--- src/rtl/sndcp_pkg.sv ---
// Shared types and constants for the serial/network/drive control port block.
// Used by the drive cells, the comms unit and the top level.
`default_nettype none

package sndcp_pkg;

    localparam int CNT_W   = 4;
    localparam int PHASE_W = 10;

    typedef logic [CNT_W-1:0]   t_cnt;
    typedef logic [PHASE_W-1:0] t_phase;

    // Port select from address bits 4:3
    typedef enum logic [1:0] {
        PORT_DRIVE = 2'd0,
        PORT_CTRL  = 2'd1,
        PORT_LAN   = 2'd2,
        PORT_NONE  = 2'd3
    } t_port_sel;

    typedef enum logic [1:0] {
        CFG_IFACE_EN = 2'd0,
        CFG_PRESENT  = 2'd1,
        CFG_WPROT    = 2'd2,
        CFG_SER_CONN = 2'd3
    } t_cfg_idx;

    localparam logic CMD_READ  = 1'b0;
    localparam logic CMD_WRITE = 1'b1;

    localparam logic SEND_SERIAL  = 1'b0;
    localparam logic SEND_STATION = 1'b1;

    localparam logic [7:0] IDLE_VALUE = 8'hFF;

    // Serial receive (toward CPU) and transmit bit counters
    localparam t_cnt RX_LEAD_END = 4'd5;
    localparam t_cnt RX_DATA_END = 4'd13;
    localparam t_cnt TX_DATA_END = 4'd9;
    localparam t_cnt TX_STOP_END = 4'd10;

    // Network handshake phases
    localparam t_phase NET_WAIT_PHASE     = 10'h100;
    localparam t_phase NET_LAST_BIT_PHASE = 10'h10A;
    localparam t_phase NET_STATION_PHASE  = 10'h200;
    localparam t_phase NET_STATION_DONE   = 10'h208;
    localparam t_phase NET_IDLE_LIMIT     = 10'd192;

    // Status flags rippling along the drive cells
    typedef struct packed {
        logic gap_zero;
        logic wprot;
    } t_cell_link;

    // One decoded bus request as seen by the comms unit
    typedef struct packed {
        logic       ctrl_wr;
        logic       net_rd;
        logic       net_wr;
        logic [7:0] value;
        logic       ser_ready;
        logic [7:0] ser_byte;
        logic       net_ready;
        logic [7:0] net_byte;
        logic       ser_conn;
    } t_comms_req;

    typedef struct packed {
        logic       motor_shift;
        logic       motor_in;
        logic [7:0] net_rd_val;
        logic       ser_taken;
        logic       net_taken;
        logic       send_valid;
        logic       send_target;
        logic [7:0] send_byte;
    } t_comms_res;

endpackage

`default_nettype wire

--- src/rtl/sndcp_drive_cell.sv ---
// One drive cell: motor chain bit plus gap and sync counters.
// Depends on sndcp_pkg; chained by the top level, flags ripple cell to cell.
`default_nettype none

module sndcp_drive_cell #(
    parameter int GAP_SYNC_RELOAD = 15
) (
    input  wire                     i_clk,
    input  wire                     i_rst_n,
    input  wire                     i_step,
    input  wire                     i_shift,
    input  wire                     i_motor_in,
    input  wire                     i_present,
    input  wire                     i_wprot,
    input  sndcp_pkg::t_cell_link   i_link,
    output logic                    o_motor,
    output sndcp_pkg::t_cell_link   o_link
);

    localparam sndcp_pkg::t_cnt RELOAD = sndcp_pkg::t_cnt'(GAP_SYNC_RELOAD);

    logic            r_motor, n_motor;
    sndcp_pkg::t_cnt r_gap, n_gap;
    sndcp_pkg::t_cnt r_sync, n_sync;
    logic            w_active;

    assign w_active = r_motor & i_present;

    always_comb begin
        n_motor = r_motor;
        n_gap   = r_gap;
        n_sync  = r_sync;
        if (i_shift) begin
            n_motor = i_motor_in;
        end
        if (i_step && w_active) begin
            if (r_gap != '0) begin
                n_gap = r_gap - sndcp_pkg::t_cnt'(1);
            end else if (r_sync != '0) begin
                n_sync = r_sync - sndcp_pkg::t_cnt'(1);
            end else begin
                n_gap  = RELOAD;
                n_sync = RELOAD;
            end
        end
    end

    always_ff @(posedge i_clk) begin
        if (!i_rst_n) begin
            r_motor <= 1'b0;
            r_gap   <= RELOAD;
            r_sync  <= RELOAD;
        end else begin
            r_motor <= n_motor;
            r_gap   <= n_gap;
            r_sync  <= n_sync;
        end
    end

    assign o_motor       = r_motor;
    // flags use the counts seen before this request's update
    assign o_link.gap_zero = i_link.gap_zero | (w_active & (r_gap == '0));
    assign o_link.wprot    = i_link.wprot | (w_active & i_wprot);

endmodule

`default_nettype wire

--- src/rtl/sndcp_comms.sv ---
// Control latch, serial line and network handshake logic.
// Depends on sndcp_pkg; driven by decoded requests from the top level.
`default_nettype none

module sndcp_comms (
    input  wire                     i_clk,
    input  wire                     i_rst_n,
    input  sndcp_pkg::t_comms_req   i_req,
    output sndcp_pkg::t_comms_res   o_res
);

    // control latch: comms data, clock, cts (the wait bit has no effect here)
    logic              r_data, n_data;
    logic              r_clk, n_clk;
    logic              r_cts, n_cts;
    // line bits: tx toward CPU, rx from CPU, network
    logic              r_line_tx, n_line_tx;
    logic              r_line_rx, n_line_rx;
    logic              r_line_net, n_line_net;
    sndcp_pkg::t_cnt   r_rx_count, n_rx_count;
    logic [7:0]        r_rx_shift, n_rx_shift;
    sndcp_pkg::t_cnt   r_tx_count, n_tx_count;
    logic [7:0]        r_tx_shift, n_tx_shift;
    sndcp_pkg::t_phase r_net_phase, n_net_phase;
    logic [7:0]        r_net_shift, n_net_shift;
    logic              w_b;

    assign w_b = i_req.value[0];

    always_comb begin
        n_data      = r_data;
        n_clk       = r_clk;
        n_cts       = r_cts;
        n_line_tx   = r_line_tx;
        n_line_rx   = r_line_rx;
        n_line_net  = r_line_net;
        n_rx_count  = r_rx_count;
        n_rx_shift  = r_rx_shift;
        n_tx_count  = r_tx_count;
        n_tx_shift  = r_tx_shift;
        n_net_phase = r_net_phase;
        n_net_shift = r_net_shift;
        o_res             = '0;
        o_res.motor_in    = ~i_req.value[0];
        o_res.net_rd_val  = sndcp_pkg::IDLE_VALUE;

        if (i_req.ctrl_wr) begin
            o_res.motor_shift = ~i_req.value[1] & r_clk;
            // rising comms data restarts both serial counters
            if (i_req.value[0] && !r_data) begin
                n_tx_count = '0;
                n_tx_shift = '0;
                n_rx_count = '0;
                n_rx_shift = '0;
            end
            n_data = i_req.value[0];
            n_clk  = i_req.value[1];
            n_cts  = i_req.value[4];
        end

        if (i_req.net_rd) begin
            if (r_cts) begin
                if (r_rx_count == '0) begin
                    if (i_req.ser_ready) begin
                        n_rx_shift      = i_req.ser_byte;
                        n_rx_count      = sndcp_pkg::t_cnt'(1);
                        o_res.ser_taken = 1'b1;
                    end
                    n_line_tx = 1'b0;
                end else if (r_rx_count < sndcp_pkg::RX_LEAD_END) begin
                    n_line_tx  = 1'b1;
                    n_rx_count = r_rx_count + sndcp_pkg::t_cnt'(1);
                end else if (r_rx_count < sndcp_pkg::RX_DATA_END) begin
                    // data goes out inverted, lsb first
                    n_line_tx  = ~r_rx_shift[0];
                    n_rx_shift = {1'b0, r_rx_shift[7:1]};
                    n_rx_count = r_rx_count + sndcp_pkg::t_cnt'(1);
                end else begin
                    n_rx_count = '0;
                end
            end else begin
                n_rx_count = '0;
                n_line_tx  = 1'b0;
            end

            if (r_net_phase < sndcp_pkg::NET_WAIT_PHASE) begin
                n_net_phase = r_net_phase + sndcp_pkg::t_phase'(1);
                n_line_net  = 1'b0;
            end else if (r_net_phase == sndcp_pkg::NET_WAIT_PHASE) begin
                if (i_req.net_ready) begin
                    n_net_shift     = i_req.net_byte;
                    n_net_phase     = r_net_phase + sndcp_pkg::t_phase'(1);
                    n_line_net      = 1'b1;
                    o_res.net_taken = 1'b1;
                end
            end else if (r_net_phase == sndcp_pkg::NET_WAIT_PHASE
                                       + sndcp_pkg::t_phase'(1)) begin
                n_net_phase = r_net_phase + sndcp_pkg::t_phase'(1);
                n_line_net  = 1'b1;
            end else if (r_net_phase < sndcp_pkg::NET_LAST_BIT_PHASE) begin
                n_net_phase = r_net_phase + sndcp_pkg::t_phase'(1);
                n_line_net  = r_net_shift[0];
                n_net_shift = {1'b0, r_net_shift[7:1]};
            end else if (r_net_phase == sndcp_pkg::NET_LAST_BIT_PHASE) begin
                n_line_net  = 1'b0;
                n_net_phase = '0;
            end

            o_res.net_rd_val = {n_line_tx, 6'b111111, n_line_net};
        end

        if (i_req.net_wr) begin
            if (r_data) begin
                if (r_tx_count == '0) begin
                    if (!r_line_rx && w_b) begin
                        n_tx_count = sndcp_pkg::t_cnt'(1);
                    end
                end else if (r_tx_count < sndcp_pkg::TX_DATA_END) begin
                    n_tx_shift = {~w_b, r_tx_shift[7:1]};
                    n_tx_count = r_tx_count + sndcp_pkg::t_cnt'(1);
                end else if (r_tx_count < sndcp_pkg::TX_STOP_END) begin
                    n_tx_count = r_tx_count + sndcp_pkg::t_cnt'(1);
                end else begin
                    if (i_req.ser_conn) begin
                        o_res.send_valid  = 1'b1;
                        o_res.send_target = sndcp_pkg::SEND_SERIAL;
                        o_res.send_byte   = r_tx_shift;
                    end
                    n_tx_count = '0;
                    n_tx_shift = '0;
                end
                n_line_rx = w_b;
            end else begin
                if (r_net_phase >= sndcp_pkg::NET_STATION_PHASE
                        && r_net_phase < sndcp_pkg::NET_STATION_DONE) begin
                    n_net_phase = r_net_phase + sndcp_pkg::t_phase'(1);
                    n_net_shift = {r_net_shift[6:0], ~w_b};
                end else if (r_net_phase == sndcp_pkg::NET_STATION_DONE) begin
                    // terminal phase: handshake stays idle from here on
                    n_net_phase       = r_net_phase + sndcp_pkg::t_phase'(1);
                    o_res.send_valid  = 1'b1;
                    o_res.send_target = sndcp_pkg::SEND_STATION;
                    o_res.send_byte   = r_net_shift;
                end else if (r_net_phase > sndcp_pkg::NET_IDLE_LIMIT
                        && r_net_phase < sndcp_pkg::NET_STATION_PHASE && !w_b) begin
                    n_net_phase = sndcp_pkg::NET_STATION_PHASE;
                end
                n_line_net = ~w_b;
            end
        end
    end

    always_ff @(posedge i_clk) begin
        if (!i_rst_n) begin
            r_data      <= 1'b0;
            r_clk       <= 1'b0;
            r_cts       <= 1'b0;
            r_line_tx   <= 1'b0;
            r_line_rx   <= 1'b0;
            r_line_net  <= 1'b0;
            r_rx_count  <= '0;
            r_rx_shift  <= '0;
            r_tx_count  <= '0;
            r_tx_shift  <= '0;
            r_net_phase <= '0;
            r_net_shift <= '0;
        end else begin
            r_data      <= n_data;
            r_clk       <= n_clk;
            r_cts       <= n_cts;
            r_line_tx   <= n_line_tx;
            r_line_rx   <= n_line_rx;
            r_line_net  <= n_line_net;
            r_rx_count  <= n_rx_count;
            r_rx_shift  <= n_rx_shift;
            r_tx_count  <= n_tx_count;
            r_tx_shift  <= n_tx_shift;
            r_net_phase <= n_net_phase;
            r_net_shift <= n_net_shift;
        end
    end

    a_rx_count_range: assert property (@(posedge i_clk) disable iff (!i_rst_n)
        r_rx_count <= sndcp_pkg::RX_DATA_END)
        else $error("rx counter out of range");

    a_tx_count_range: assert property (@(posedge i_clk) disable iff (!i_rst_n)
        r_tx_count <= sndcp_pkg::TX_STOP_END)
        else $error("tx counter out of range");

    a_net_phase_range: assert property (@(posedge i_clk) disable iff (!i_rst_n)
        r_net_phase <= sndcp_pkg::NET_STATION_DONE + sndcp_pkg::t_phase'(1))
        else $error("network phase past terminal value");

endmodule

`default_nettype wire

--- src/rtl/serial_net_drive_control_ports.sv ---
// Latency: a request's result is valid in the cycle after acceptance.
// Throughput: one request per cycle unless the output register holds a
// stalled result; each is done in the single update stage ahead of it.
// Reset (synchronous, active low) clears configuration and state, except
// result data; gap/sync counters load the reload value. No clearing pass.
`default_nettype none

module serial_net_drive_control_ports #(
    parameter int DRIVE_COUNT     = 8,
    parameter int GAP_SYNC_RELOAD = 15
) (
    input  wire         i_clk,
    input  wire         i_rst_n,
    // configuration write port
    input  wire         i_cfg_we,
    input  wire  [1:0]  i_cfg_idx,
    input  wire  [7:0]  i_cfg_data,
    // request channel
    input  wire         i_valid,
    output logic        o_ready,
    input  wire         i_cmd,
    input  wire  [15:0] i_port_address,
    input  wire  [7:0]  i_write_value,
    input  wire         i_serial_byte_ready,
    input  wire  [7:0]  i_serial_byte,
    input  wire         i_net_byte_ready,
    input  wire  [7:0]  i_net_byte,
    // result channel
    output logic        o_valid,
    input  wire         i_ready,
    output logic [7:0]  o_read_value,
    output logic        o_claimed,
    output logic        o_serial_byte_taken,
    output logic        o_net_byte_taken,
    output logic        o_send_valid,
    output logic        o_send_target,
    output logic [7:0]  o_send_byte,
    output logic [7:0]  o_motors_on
);

    logic                   r_iface_en;
    logic [DRIVE_COUNT-1:0] r_present;
    logic [DRIVE_COUNT-1:0] r_wprot;
    logic                   r_ser_conn;

    logic                   w_acc;
    logic                   w_live;
    sndcp_pkg::t_port_sel   w_sel;
    logic                   w_ctrl_rd;
    sndcp_pkg::t_comms_req  w_req;
    sndcp_pkg::t_comms_res  w_res;
    logic [DRIVE_COUNT-1:0] w_motor;
    logic [DRIVE_COUNT-1:0] w_chain_in;
    sndcp_pkg::t_cell_link  w_link [DRIVE_COUNT+1];
    logic [7:0]             w_ctrl_val;
    logic [7:0]             w_read_val;

    logic                   r_out_valid;
    logic [7:0]             r_read_value;
    logic                   r_claimed;
    logic                   r_ser_taken;
    logic                   r_net_taken;
    logic                   r_send_valid;
    logic                   r_send_target;
    logic [7:0]             r_send_byte;

    // configuration
    always_ff @(posedge i_clk) begin
        if (!i_rst_n) begin
            r_iface_en <= 1'b0;
            r_present  <= '0;
            r_wprot    <= '0;
            r_ser_conn <= 1'b0;
        end else if (i_cfg_we) begin
            unique case (sndcp_pkg::t_cfg_idx'(i_cfg_idx))
                sndcp_pkg::CFG_IFACE_EN: r_iface_en <= i_cfg_data[0];
                sndcp_pkg::CFG_PRESENT:  r_present  <= i_cfg_data[DRIVE_COUNT-1:0];
                sndcp_pkg::CFG_WPROT:    r_wprot    <= i_cfg_data[DRIVE_COUNT-1:0];
                sndcp_pkg::CFG_SER_CONN: r_ser_conn <= i_cfg_data[0];
                default: ;
            endcase
        end
    end

    // request decode
    assign o_ready   = !r_out_valid || i_ready;
    assign w_acc     = i_valid && o_ready;
    assign w_live    = w_acc && r_iface_en;
    assign w_sel     = sndcp_pkg::t_port_sel'(i_port_address[4:3]);
    assign w_ctrl_rd = w_live && (i_cmd == sndcp_pkg::CMD_READ)
                       && (w_sel == sndcp_pkg::PORT_CTRL);

    always_comb begin
        w_req           = '0;
        w_req.ctrl_wr   = w_live && (i_cmd == sndcp_pkg::CMD_WRITE)
                          && (w_sel == sndcp_pkg::PORT_CTRL);
        w_req.net_rd    = w_live && (i_cmd == sndcp_pkg::CMD_READ)
                          && (w_sel == sndcp_pkg::PORT_LAN);
        w_req.net_wr    = w_live && (i_cmd == sndcp_pkg::CMD_WRITE)
                          && (w_sel == sndcp_pkg::PORT_LAN);
        w_req.value     = i_write_value;
        w_req.ser_ready = i_serial_byte_ready;
        w_req.ser_byte  = i_serial_byte;
        w_req.net_ready = i_net_byte_ready;
        w_req.net_byte  = i_net_byte;
        w_req.ser_conn  = r_ser_conn;
    end

    sndcp_comms u_comms (
        .i_clk   (i_clk),
        .i_rst_n (i_rst_n),
        .i_req   (w_req),
        .o_res   (w_res)
    );

    // drive cell chain: motor bit moves up one cell per clock-falling write
    assign w_link[0] = '0;

    for (genvar g = 0; g < DRIVE_COUNT; g++) begin : g_cell
        if (g == 0) begin : g_head
            assign w_chain_in[g] = w_res.motor_in;
        end else begin : g_body
            assign w_chain_in[g] = w_motor[g-1];
        end

        sndcp_drive_cell #(
            .GAP_SYNC_RELOAD (GAP_SYNC_RELOAD)
        ) u_cell (
            .i_clk      (i_clk),
            .i_rst_n    (i_rst_n),
            .i_step     (w_ctrl_rd),
            .i_shift    (w_res.motor_shift),
            .i_motor_in (w_chain_in[g]),
            .i_present  (r_present[g]),
            .i_wprot    (r_wprot[g]),
            .i_link     (w_link[g]),
            .o_motor    (w_motor[g]),
            .o_link     (w_link[g+1])
        );
    end

    // busy flag (active low) always set: bit 4 always low
    assign w_ctrl_val = {3'b111, 1'b0, r_ser_conn,
                         ~w_link[DRIVE_COUNT].gap_zero,
                         ~w_link[DRIVE_COUNT].gap_zero,
                         ~w_link[DRIVE_COUNT].wprot};

    always_comb begin
        w_read_val = sndcp_pkg::IDLE_VALUE;
        if (r_iface_en && (i_cmd == sndcp_pkg::CMD_READ)) begin
            unique case (w_sel)
                sndcp_pkg::PORT_CTRL:  w_read_val = w_ctrl_val;
                sndcp_pkg::PORT_LAN:   w_read_val = w_res.net_rd_val;
                sndcp_pkg::PORT_DRIVE,
                sndcp_pkg::PORT_NONE:  w_read_val = sndcp_pkg::IDLE_VALUE;
                default:               w_read_val = sndcp_pkg::IDLE_VALUE;
            endcase
        end
    end

    // output register
    always_ff @(posedge i_clk) begin
        if (!i_rst_n) begin
            r_out_valid <= 1'b0;
        end else if (o_ready) begin
            r_out_valid <= i_valid;
        end
    end

    always_ff @(posedge i_clk) begin
        if (w_acc) begin
            r_read_value  <= w_read_val;
            r_claimed     <= r_iface_en && (i_cmd == sndcp_pkg::CMD_READ);
            r_ser_taken   <= w_res.ser_taken;
            r_net_taken   <= w_res.net_taken;
            r_send_valid  <= w_res.send_valid;
            r_send_target <= w_res.send_target;
            r_send_byte   <= w_res.send_byte;
        end
    end

    assign o_valid             = r_out_valid;
    assign o_read_value        = r_read_value;
    assign o_claimed           = r_claimed;
    assign o_serial_byte_taken = r_ser_taken;
    assign o_net_byte_taken    = r_net_taken;
    assign o_send_valid        = r_send_valid;
    assign o_send_target       = r_send_target;
    assign o_send_byte         = r_send_byte;
    // motor chain only moves on an accepted request, so it matches the held result
    assign o_motors_on         = 8'(w_motor);

    a_send_on_write: assert property (@(posedge i_clk) disable iff (!i_rst_n)
        o_valid && o_send_valid |-> !o_claimed && o_read_value == sndcp_pkg::IDLE_VALUE)
        else $error("byte sent on a read request");

    a_taken_on_read: assert property (@(posedge i_clk) disable iff (!i_rst_n)
        o_valid && (o_serial_byte_taken || o_net_byte_taken) |-> o_claimed && !o_send_valid)
        else $error("host byte taken outside a claimed read");

    a_disabled_idle: assert property (@(posedge i_clk) disable iff (!i_rst_n)
        w_acc && !r_iface_en |=> o_valid && !o_claimed && !o_send_valid
            && o_read_value == sndcp_pkg::IDLE_VALUE)
        else $error("request answered while interface disabled");

endmodule

`default_nettype wire

--- config.mk ---
export PLATFORM = sky130hd
export DESIGN_NAME = serial_net_drive_control_ports
export DESIGN_NICKNAME = d
export VERILOG_FILES = /design/src/rtl/sndcp_pkg.sv /design/src/rtl/sndcp_drive_cell.sv /design/src/rtl/sndcp_comms.sv /design/src/rtl/serial_net_drive_control_ports.sv
export SDC_FILE = /design/constraint.sdc
export NUM_CORES = 1
export LEC_CHECK = 0
export BUFFER_PORTS_ARGS = -buffer_cell sky130_fd_sc_hd__buf_2
export CORE_UTILIZATION = 25
export CTS_CLUSTER_SIZE = 30
export DETAILED_ROUTE_END_ITERATION = 10
export HOLD_SLACK_MARGIN = 0.15
export PLACE_DENSITY = 0.48
export SLEW_MARGIN = 15
export SYNTH_ARGS = -nofsm -noshare
export SYNTH_HDL_FRONTEND = slang
export SYNTH_HIERARCHICAL = 1
export SYNTH_SLANG_ARGS = --single-unit
--- constraint.sdc ---
create_clock -name i_clk -period 7.6 [get_ports i_clk]
set_clock_uncertainty 0.1 [all_clocks]
set_input_delay 0.38 -clock i_clk [delete_from_list [all_inputs] [get_ports i_clk]]
set_output_delay 0.38 -clock i_clk [all_outputs]
set_load 0.02 [all_outputs]
Yosys cells after proc, flatten, opt, wreduce, memory -nomap -nowiden
Index checks and enable logic that the tools add are counted.
{"block": "classes", "reduce_logical": 79, "n_addsub": 19, "muxes": 105, "n_eq_ne": 18, "magnitude_cmp": 10, "bitwise_logic": 55}
{"op": "10-bit two-way mux", "n": 20}
{"op": "8-bit two-way mux", "n": 24}
{"op": "4-bit two-way mux", "n": 40}
{"op": "4-bit nonzero test", "n": 16}
{"op": "4-bit by 1-bit subtractor with 4-bit output (second input constant)", "n": 16}
{"op": "2-bit AND reduction", "n": 21}
{"op": "4-bit logical NOT", "n": 10}
{"op": "10-bit by 9-bit == test with 1-bit output (second input constant)", "n": 3}
{"op": "1-bit AND", "n": 25}
{"op": "8-bit one-hot mux with 3 select lines", "n": 1}
{"op": "1-bit logical AND", "n": 22}
{"op": "10-bit < comparator (second input constant)", "n": 2}
{"op": "10-bit by 9-bit < comparator with 1-bit output (second input constant)", "n": 2}
{"op": "1-bit two-way mux", "n": 20}
{"op": "2-bit by 1-bit inequality test with 1-bit output (second input constant)", "n": 8}
{"op": "1-bit NOT", "n": 16}
{"op": "1-bit bitwise OR", "n": 14}
{"op": "4-bit < comparator (second input constant)", "n": 3}
{"op": "10-bit by 1-bit adder with 10-bit output (second input constant)", "n": 1}
{"op": "10-bit == test (second input constant)", "n": 1}
{"op": "10-bit >= comparator (second input constant)", "n": 1}
{"op": "10-bit by 8-bit > comparator with 1-bit output (second input constant)", "n": 1}
{"op": "4-bit by 1-bit adder with 4-bit output (second input constant)", "n": 2}
{"op": "2-bit == test (second input constant)", "n": 4}
{"op": "other kinds (8)", "n": 13}
{"block": "totals", "output_inout_bits": 31, "inputBits": 58, "register_bits": 160, "elab_cells": 334}

Longest topological paths before layout
Gate-level depths: netlist of run 1.
{"block": "depth", "ltp_word": 12, "depth_mapped": 13, "mapped_depth_nobuf": 13}

By module
Netlist of run 1, hierarchy kept.
{"module": "sndcp_drive_cell", "seq_area_each_um2": 180.2, "cells_each": 58, "area_per_inst_um2": 535.5, "n_inst": 8}
{"module": "sndcp_comms", "seq_area_each_um2": 960.9, "cells_each": 370, "area_per_inst_um2": 2920.3, "n_inst": 1}
{"module": "serial_net_drive_control_ports", "seq_area_each_um2": 1011.0, "cells_each": 133, "area_per_inst_um2": 1585.3, "n_inst": 1}

Least setup slack after synthesis of run 1
OpenSTA, ideal clock, no wires.
{"block": "synth_timing", "kind": "input -> register", "startpoint": "in i_port_address[4]", "endpoint": "reg g_cell[0].u_cell.r_gap[3]", "n_path_buf": 1, "arrival_ns": 4.168, "setup_ns": 0.142, "slack_ns": 3.190, "cell_stages": 7, "path_cell_list": "inv_1 > ha_1 > buf_2 > nor4b_1 > nand4b_2 > o31ai_1 > o311ai_1"}
{"block": "synth_via", "elab_chain_len": 4}
{"item": "start, declared", "line": "serial_net_drive_control_ports.sv:22", "rtl": "input wire [15:0] i_port_address,"}
{"item": "2-bit by 1-bit == test with 1-bit output", "line": "serial_net_drive_control_ports.sv:91", "rtl": "&& (w_sel == sndcp_pkg::PORT_CTRL);"}
{"item": "1-bit logical AND", "line": "serial_net_drive_control_ports.sv:91"}
{"item": "named net w_ctrl_rd", "line": "serial_net_drive_control_ports.sv:49", "rtl": "logic w_ctrl_rd;"}
{"item": "1-bit logical AND", "line": "sndcp_drive_cell.sv:36", "rtl": "if (i_step && w_active) begin"}
{"item": "2-bit AND reduction (no line)"}
{"item": "end signal, assigned", "line": "sndcp_drive_cell.sv:55", "rtl": "r_gap <= n_gap;"}
{"item": "end, declared", "line": "sndcp_drive_cell.sv:23", "rtl": "sndcp_pkg::t_cnt r_gap, n_gap;"}
The timed path passes the listed nets, and every way through them passes these cells.
A chain may end at the register's enable or synchronous reset.

==> results of run 1 <==
-- worst max-delay path by stage --
stage                            startpoint                         to  cells past startpoint
after floorplan           i_port_address[4]  g_cell[0].u_cell/r_gap[3]                      7
after global placement    i_port_address[3]     u_comms/r_net_phase[2]                     10
after detailed placement  i_port_address[3]     u_comms/r_net_phase[2]                     10
after CTS                           i_valid     u_comms/r_net_phase[2]                      9
after global routing                i_valid      u_comms/r_rx_shift[2]                      9
final                               i_valid     u_comms/r_net_phase[2]                      9
-- through the flow --
| step | total power, W | instance area, um2 | hold WS (ps) | std cells |
|---|---|---|---|---|
| 2_1_floorplan | 0.000930 | 8810 | 337 | 973 |
| 3_3_place_gp | 0.000960 | 9560 | 347 | 1460 |
| 3_5_place_dp | 0.000960 | 9560 | 352 | 1460 |
| 4_1_cts | 0.00195 | 10400 | 151 | 1505 |
| 5_1_grt | 0.00200 | 10400 | 159 | 1505 |
| 6_report | 0.00192 | 10400 | 156 | 1507 |
-- logic make-up after synthesis --
kind of cell / count (synthesis) / synth area share, %
simple gates: 362 / 24.3
compound gates: 268 / 22.5
flops: 160 / 38.8
buf+inv: 107 / 5.31
mux: 39 / 4.94
fa+ha+maj: 26 / 3.70
xor+xnor: 3 / 0.299
other cells: 2 / 0.0854
-- sequential cells by signal, summed over array words and instances, names as in the netlist, 4 cells and up --
name                   cells
u_comms/r_net_shift        8
g_cell.u_cell/o_motor      8
r_wprot                    8
r_present                  8
u_comms/r_tx_count         4
o_read_value               8
u_comms/r_rx_count         4
g_cell.u_cell/r_gap       32
u_comms/r_net_phase       10
u_comms/r_rx_shift         8
o_send_byte                8
u_comms/r_tx_shift         8
g_cell.u_cell/r_sync      32
-- power by group through the flow --
stage	registers, W	clock network, W	logic, W
6_report	0.000869	0.000979	0.0000756
5_1_grt	0.000869	0.00105	0.0000834
4_1_cts	0.000869	0.00101	0.0000773
3_5_place_dp	0.000888	0	0.0000720
3_3_place_gp	0.000888	0	0.0000714
2_1_floorplan	0.000892	0	0.0000389
-- metal layers --
layer | up-vias | wire, um | track usage (%)
met4 | 2 | 206 | 3.26
li1 | 3785 | - | -
met2 | 98 | 9580 | 19.4
met5 | - | 17 | 0
met1 | 3493 | 11100 | 17.0
met3 | 15 | 809 | 2.91
-- synth_stat cells, types with 9 or more instances --
master,n
a211oi_1,11
a21oi_1,38
a22o_1,9
a22oi_1,13
a31oi_1,20
a41oi_1,9
and3_1,29
buf_4,10
clkbuf_1,25
dfxtp_1,139
edfxtp_1,21
ha_1,26
inv_1,63
mux2i_1,28
nand2_1,82
nand3_1,26
nor2_1,59
nor2b_1,17
nor3_1,33
nor3b_1,14
nor4_1,10
o211ai_1,18
o21ai_0,21
o21ai_1,32
o21bai_1,11
o311ai_1,16
o31ai_1,12
or4b_1,10
-- final cells by class --
cell class	instances	area share (%)
Multi-Input combinational cell	706	47.8
Sequential cell	160	32.9
Tap cell	455	5.50
Timing Repair Buffer	88	5.05
Clock buffer	21	4.44
Inverter	64	2.32
Clock inverter	11	1.94
Antenna cell	2	0.0483
-- worst max-delay path: stages --
cell,delay (ps)
dlygate4sd3_1,510
buf_2,150
nand2_1,130
nor3_1,510
or4bb_1,600
or3b_4,430
o211a_2,190
or4b_1,500
nand3_1,90
-- what timing repair did --
action,4_1_cts,5_1_grt
gates resized for setup,0,0
setup buffers,0,0
hold endpoints to repair,18,0
hold buffers,13,0
==> results.txt, run 1 <==
# port buffers: 69
Worst slack, placed: 4190 ps
Max clock buf depth: 2
Htree depth: 4
Sw power: 0.000426 W
Status: finished clean
CTS clk-pin slew, worst paths: 60 ps
Crit. End Element: flop
Max cap viols: 0
Crit share post-route: 42.2%
Detail Route Antenna Nets: 0
Share of layout cells above drive strength 1: 16.0%
Ys async rst share: 0%
Final slew viol count: 0
First-iteration detailed-routing DRC count: 428
Std cell rows: 68
Global-route wire length before repair: 36.0 mm
Combinational share of power: 3.9%
Total CTS buffers: 17
GRT Util Overall: 12.4%
Layout Nets: 1121
Hold wc startpoint: i_cfg_data[6]
Hold Path Cell Cnt: 3
Clk root buf: clkbuf_16
Synth cell types: 76
Number of fillers in the final layout: 3644
Worst skew pair latency: 440 ps
#FFs+latches synth: 160
Area of the multi-input gates: 4950 um2
Io pins: 89
CTS Sinks: 160
Clock Power Share: 50.9%
EDFF count, synth: 21
Final setup vio count: 0
RR Startpoint: o_valid
Sw frac: 22.1%
Worst Hold End: r_present[6]
Required @ worst endpoint: 7870 ps
Yosys top cell by area: dfxtp_1
Kind of critical path: input port to flop
Power Internal: 0.00150 W
Least-Margin Pin Slew: 1120 ps
Initial Util: 25.4%
Area grow syn2layout: 17.9%
Number of hold violations in the final report: 0
Yosys warns: 6
Flip-flop and latch area: 3410 um2
Post-synthesis sequential area ratio: 38.8%
Power density cells: 186 nW/um2
Cells on worst reg2reg path: 7
Worst slew margin: 24.3%
Routability cong.: 0.770
Fmax: 312 MHz
LEAKAGE: 4.22 nW
Total grt overflow: 0
Setup TNS Final: 0 ps
CP arrival: 3480 ps
Flop-to-flop setup slack: 4530 ps
CTS tree: done
Yosys top cell area share: 31.7%
Hpwl dp: 15.3 mm
Initial antenna violation count: 3
Maximum VDD drop: 0.137 mV
Largest net degree at the start of global routing: 79
DIE WIDTH: 190 um
Ranking of synthesized cells by area: dfxtp_1 (32%), edfxtp_1 (7.2%), ha_1 (3.7%), nand2_1 (3.5%), mux2i_1 (3.2%)
Drt total wl: 21.8 mm
DR vias: 7393
Worst Hold Class: input port to flop
Worst-path maximum fanout: 5
Syn avg cell area: 9.09 um2
Worst setup SP type: input port
Mapped cell area: 8790 um2
Total die area: 35900 um2
Main synth FF type: dfxtp_1
Vias in the first global route: 6983
Post-Syn Instances: 967
Sequential power share: 45.2%
RSZ-0062 raised after global routing: false
Drt drc: 0
Core ar.: 34500 um2
Most common cell after layout, fill and taps aside: dfxtp_1
Die Y: 190 um
Reg2reg end: u_comms/r_net_phase[2]
Utilization after layout: 30.0%
Most frequent cells in the layout: dfxtp_1 (139), nand2_1 (82), buf_2 (68), inv_1 (63), nor2_1 (59)
Setup ws final: 4390 ps
Routed vias/inst: 4.91
Avg WL per Cell: 14.4 um
TritonRoute pass-1 iters: 5
Min Tclk post-route: 3210 ps
No activity file was read; power rests on OpenSTA's default activity.
==> run 2, diff against run 1 <==
clock period = 3.2 ns   (was 7.6 ns; I/O delays follow)
==> results.txt, run 2 (synthesis gave the netlist of run 1 again) <==
Power density cells: 400 nW/um2
Initial Util: 25.4%
CTS tree: done
Status: finished clean
Maximum VDD drop: 0.324 mV
Number of hold violations in the final report: 0
Avg WL per Cell: 14.5 um
Kind of critical path: flop to flop
Power Internal: 0.00326 W
Initial antenna violation count: 2
Worst Hold End: o_read_value[7]
Cells on worst reg2reg path: 13
Reg2reg end: o_read_value[1]
Crit. End Element: flop
Routability cong.: 0.774
Clk root buf: clkbuf_16
Detail Route Antenna Nets: 0
Drt total wl: 22.3 mm
# port buffers: 69
Hpwl dp: 15.7 mm
Layout Nets: 1155
Worst slack, placed: 311 ps
Hold wc startpoint: i_cmd
Global-route wire length before repair: 37.2 mm
Hold Path Cell Cnt: 3
Std cell rows: 68
Flop-to-flop setup slack: 300 ps
Met3 WL post-DR: 644 um
RSZ-0062 raised after global routing: false
Critical Path Start: g_cell[0].u_cell/r_gap[0]
Sequential power share: 48.7%
CTS Sinks: 160
Cell Area, Placed: 9670 um2
Total die area: 35900 um2
GRT Util Overall: 12.9%
RR Startpoint: g_cell[0].u_cell/r_gap[0]
Min Tclk post-route: 2900 ps
Htree depth: 4
DIE WIDTH: 190 um
Routed vias/inst: 4.82
Met2 WL: 9.83 mm
Final instance area: 10600 um2
Die Y: 190 um
Largest net degree at the start of global routing: 120
CP arrival: 3080 ps
CTS clk-pin slew, worst paths: 60 ps
Post-CTS Setup Inserts: 0
Top Metal Used: met4
DR vias: 7427
Number of fillers in the final layout: 3711
Sw frac: 23.0%
Met1 WL: 11.5 mm
Fmax: 344 MHz
Worst setup SP type: flop
Worst-path maximum fanout: 4
First-iteration detailed-routing DRC count: 442
Most frequent cells in the layout: dfxtp_1 (139), nand2_1 (82), buf_2 (68), inv_1 (63), nor2_1 (59)
LEAKAGE: 4.34 nW
Clock Power Share: 46.3%
Setup ws final: 297 ps
TritonRoute pass-1 iters: 6
Final setup vio count: 0
Share of layout cells above drive strength 1: 16.2%
Io pins: 89
Drt drc: 0
Crit share post-route: 90.7%
Most common cell after layout, fill and taps aside: dfxtp_1
Core ar.: 34500 um2
Sw power: 0.000976 W
Total grt overflow: 0
Worst slew margin: 53.1%
Max clock buf depth: 2
Worst skew pair latency: 430 ps
Worst Hold Class: input port to flop
Total CTS buffers: 17
Combinational share of power: 5.0%
Least-Margin Pin Slew: 702 ps
Max cap viols: 0
Area grow syn2layout: 20.4%
Largest registers: g_cell.u_cell/r_gap x32, g_cell.u_cell/r_sync x32, u_comms/r_net_phase x10
Setup TNS Final: 0 ps
Vias in the first global route: 7183
Post-CTS resize count: 0
Final slew viol count: 0
Required @ worst endpoint: 3370 ps
## run 2: worst max-delay path by stage
stage | cells after the start | endpoint | slack [ps]
2_1_floorplan | 5 | g_cell[0].u_cell/r_gap[1] | 180
3_3_place_gp | 11 | u_comms/r_net_phase[2] | 300
3_5_place_dp | 13 | o_read_value[1] | 310
4_1_cts | 13 | o_read_value[1] | 280
5_1_grt | 13 | o_read_value[2] | 160
6_report | 13 | o_read_value[1] | 300
## run 2: through the flow
step | hold slack [ps] | cells | total power [W] | util (%)
6_report | 179 | 1541 | 0.00423 | 30.6
5_1_grt | 201 | 1540 | 0.00441 | 30.6
4_1_cts | 152 | 1539 | 0.00431 | 30.6
3_5_place_dp | 329 | 1471 | 0.00229 | 28.0
3_3_place_gp | 317 | 1471 | 0.00229 | 28.0
2_1_floorplan | 172 | 973 | 0.00221 | -
## run 2: cell type report
type	instances	area, um2	share of cell area (%)
Multi-Input combinational cell	706	4960	46.8
Sequential cell	160	3410	32.2
Timing Repair Buffer	122	848	8.02
Tap cell	455	569	5.38
Clock buffer	24	472	4.46
Inverter	64	240	2.27
Clock inverter	8	80.1	0.757
Antenna cell	2	5.00	0.0473
## run 2: timing repair
| action | CTS | global route |
|---|---|---|
| setup endpoints to repair | 0 | 0 |
| hold buffers | 36 | 0 |
| endpoints found under the hold margin | 43 | 0 |
## run 2: layer usage
layer	GRT usage, %	vias up
met4	4.50	0
li1	-	3842
met5	0	-
met3	2.63	18
met2	19.9	89
met1	17.7	3478
## run 2: power groups by stage
stage | Sequential (W) | Combinational, W | Clock, W
2_1_floorplan | 0.00212 | 0.0000926 | 0
3_3_place_gp | 0.00211 | 0.000184 | 0
6_report | 0.00206 | 0.000213 | 0.00196
3_5_place_dp | 0.00211 | 0.000184 | 0
4_1_cts | 0.00206 | 0.000217 | 0.00203
5_1_grt | 0.00206 | 0.000235 | 0.00211
## run 2: critical path, stage by stage (launching register included)
cell and delay (ps):
dfxtp_1 370, inv_1 80, ha_1 210, nor3b_1 150, a31o_1 230, a31o_1 180, a31o_1 200, a31o_1 180
a31o_1 180, a31o_1 190, a31o_1 200, a31o_1 180, and2_1 160, o21ai_0 140
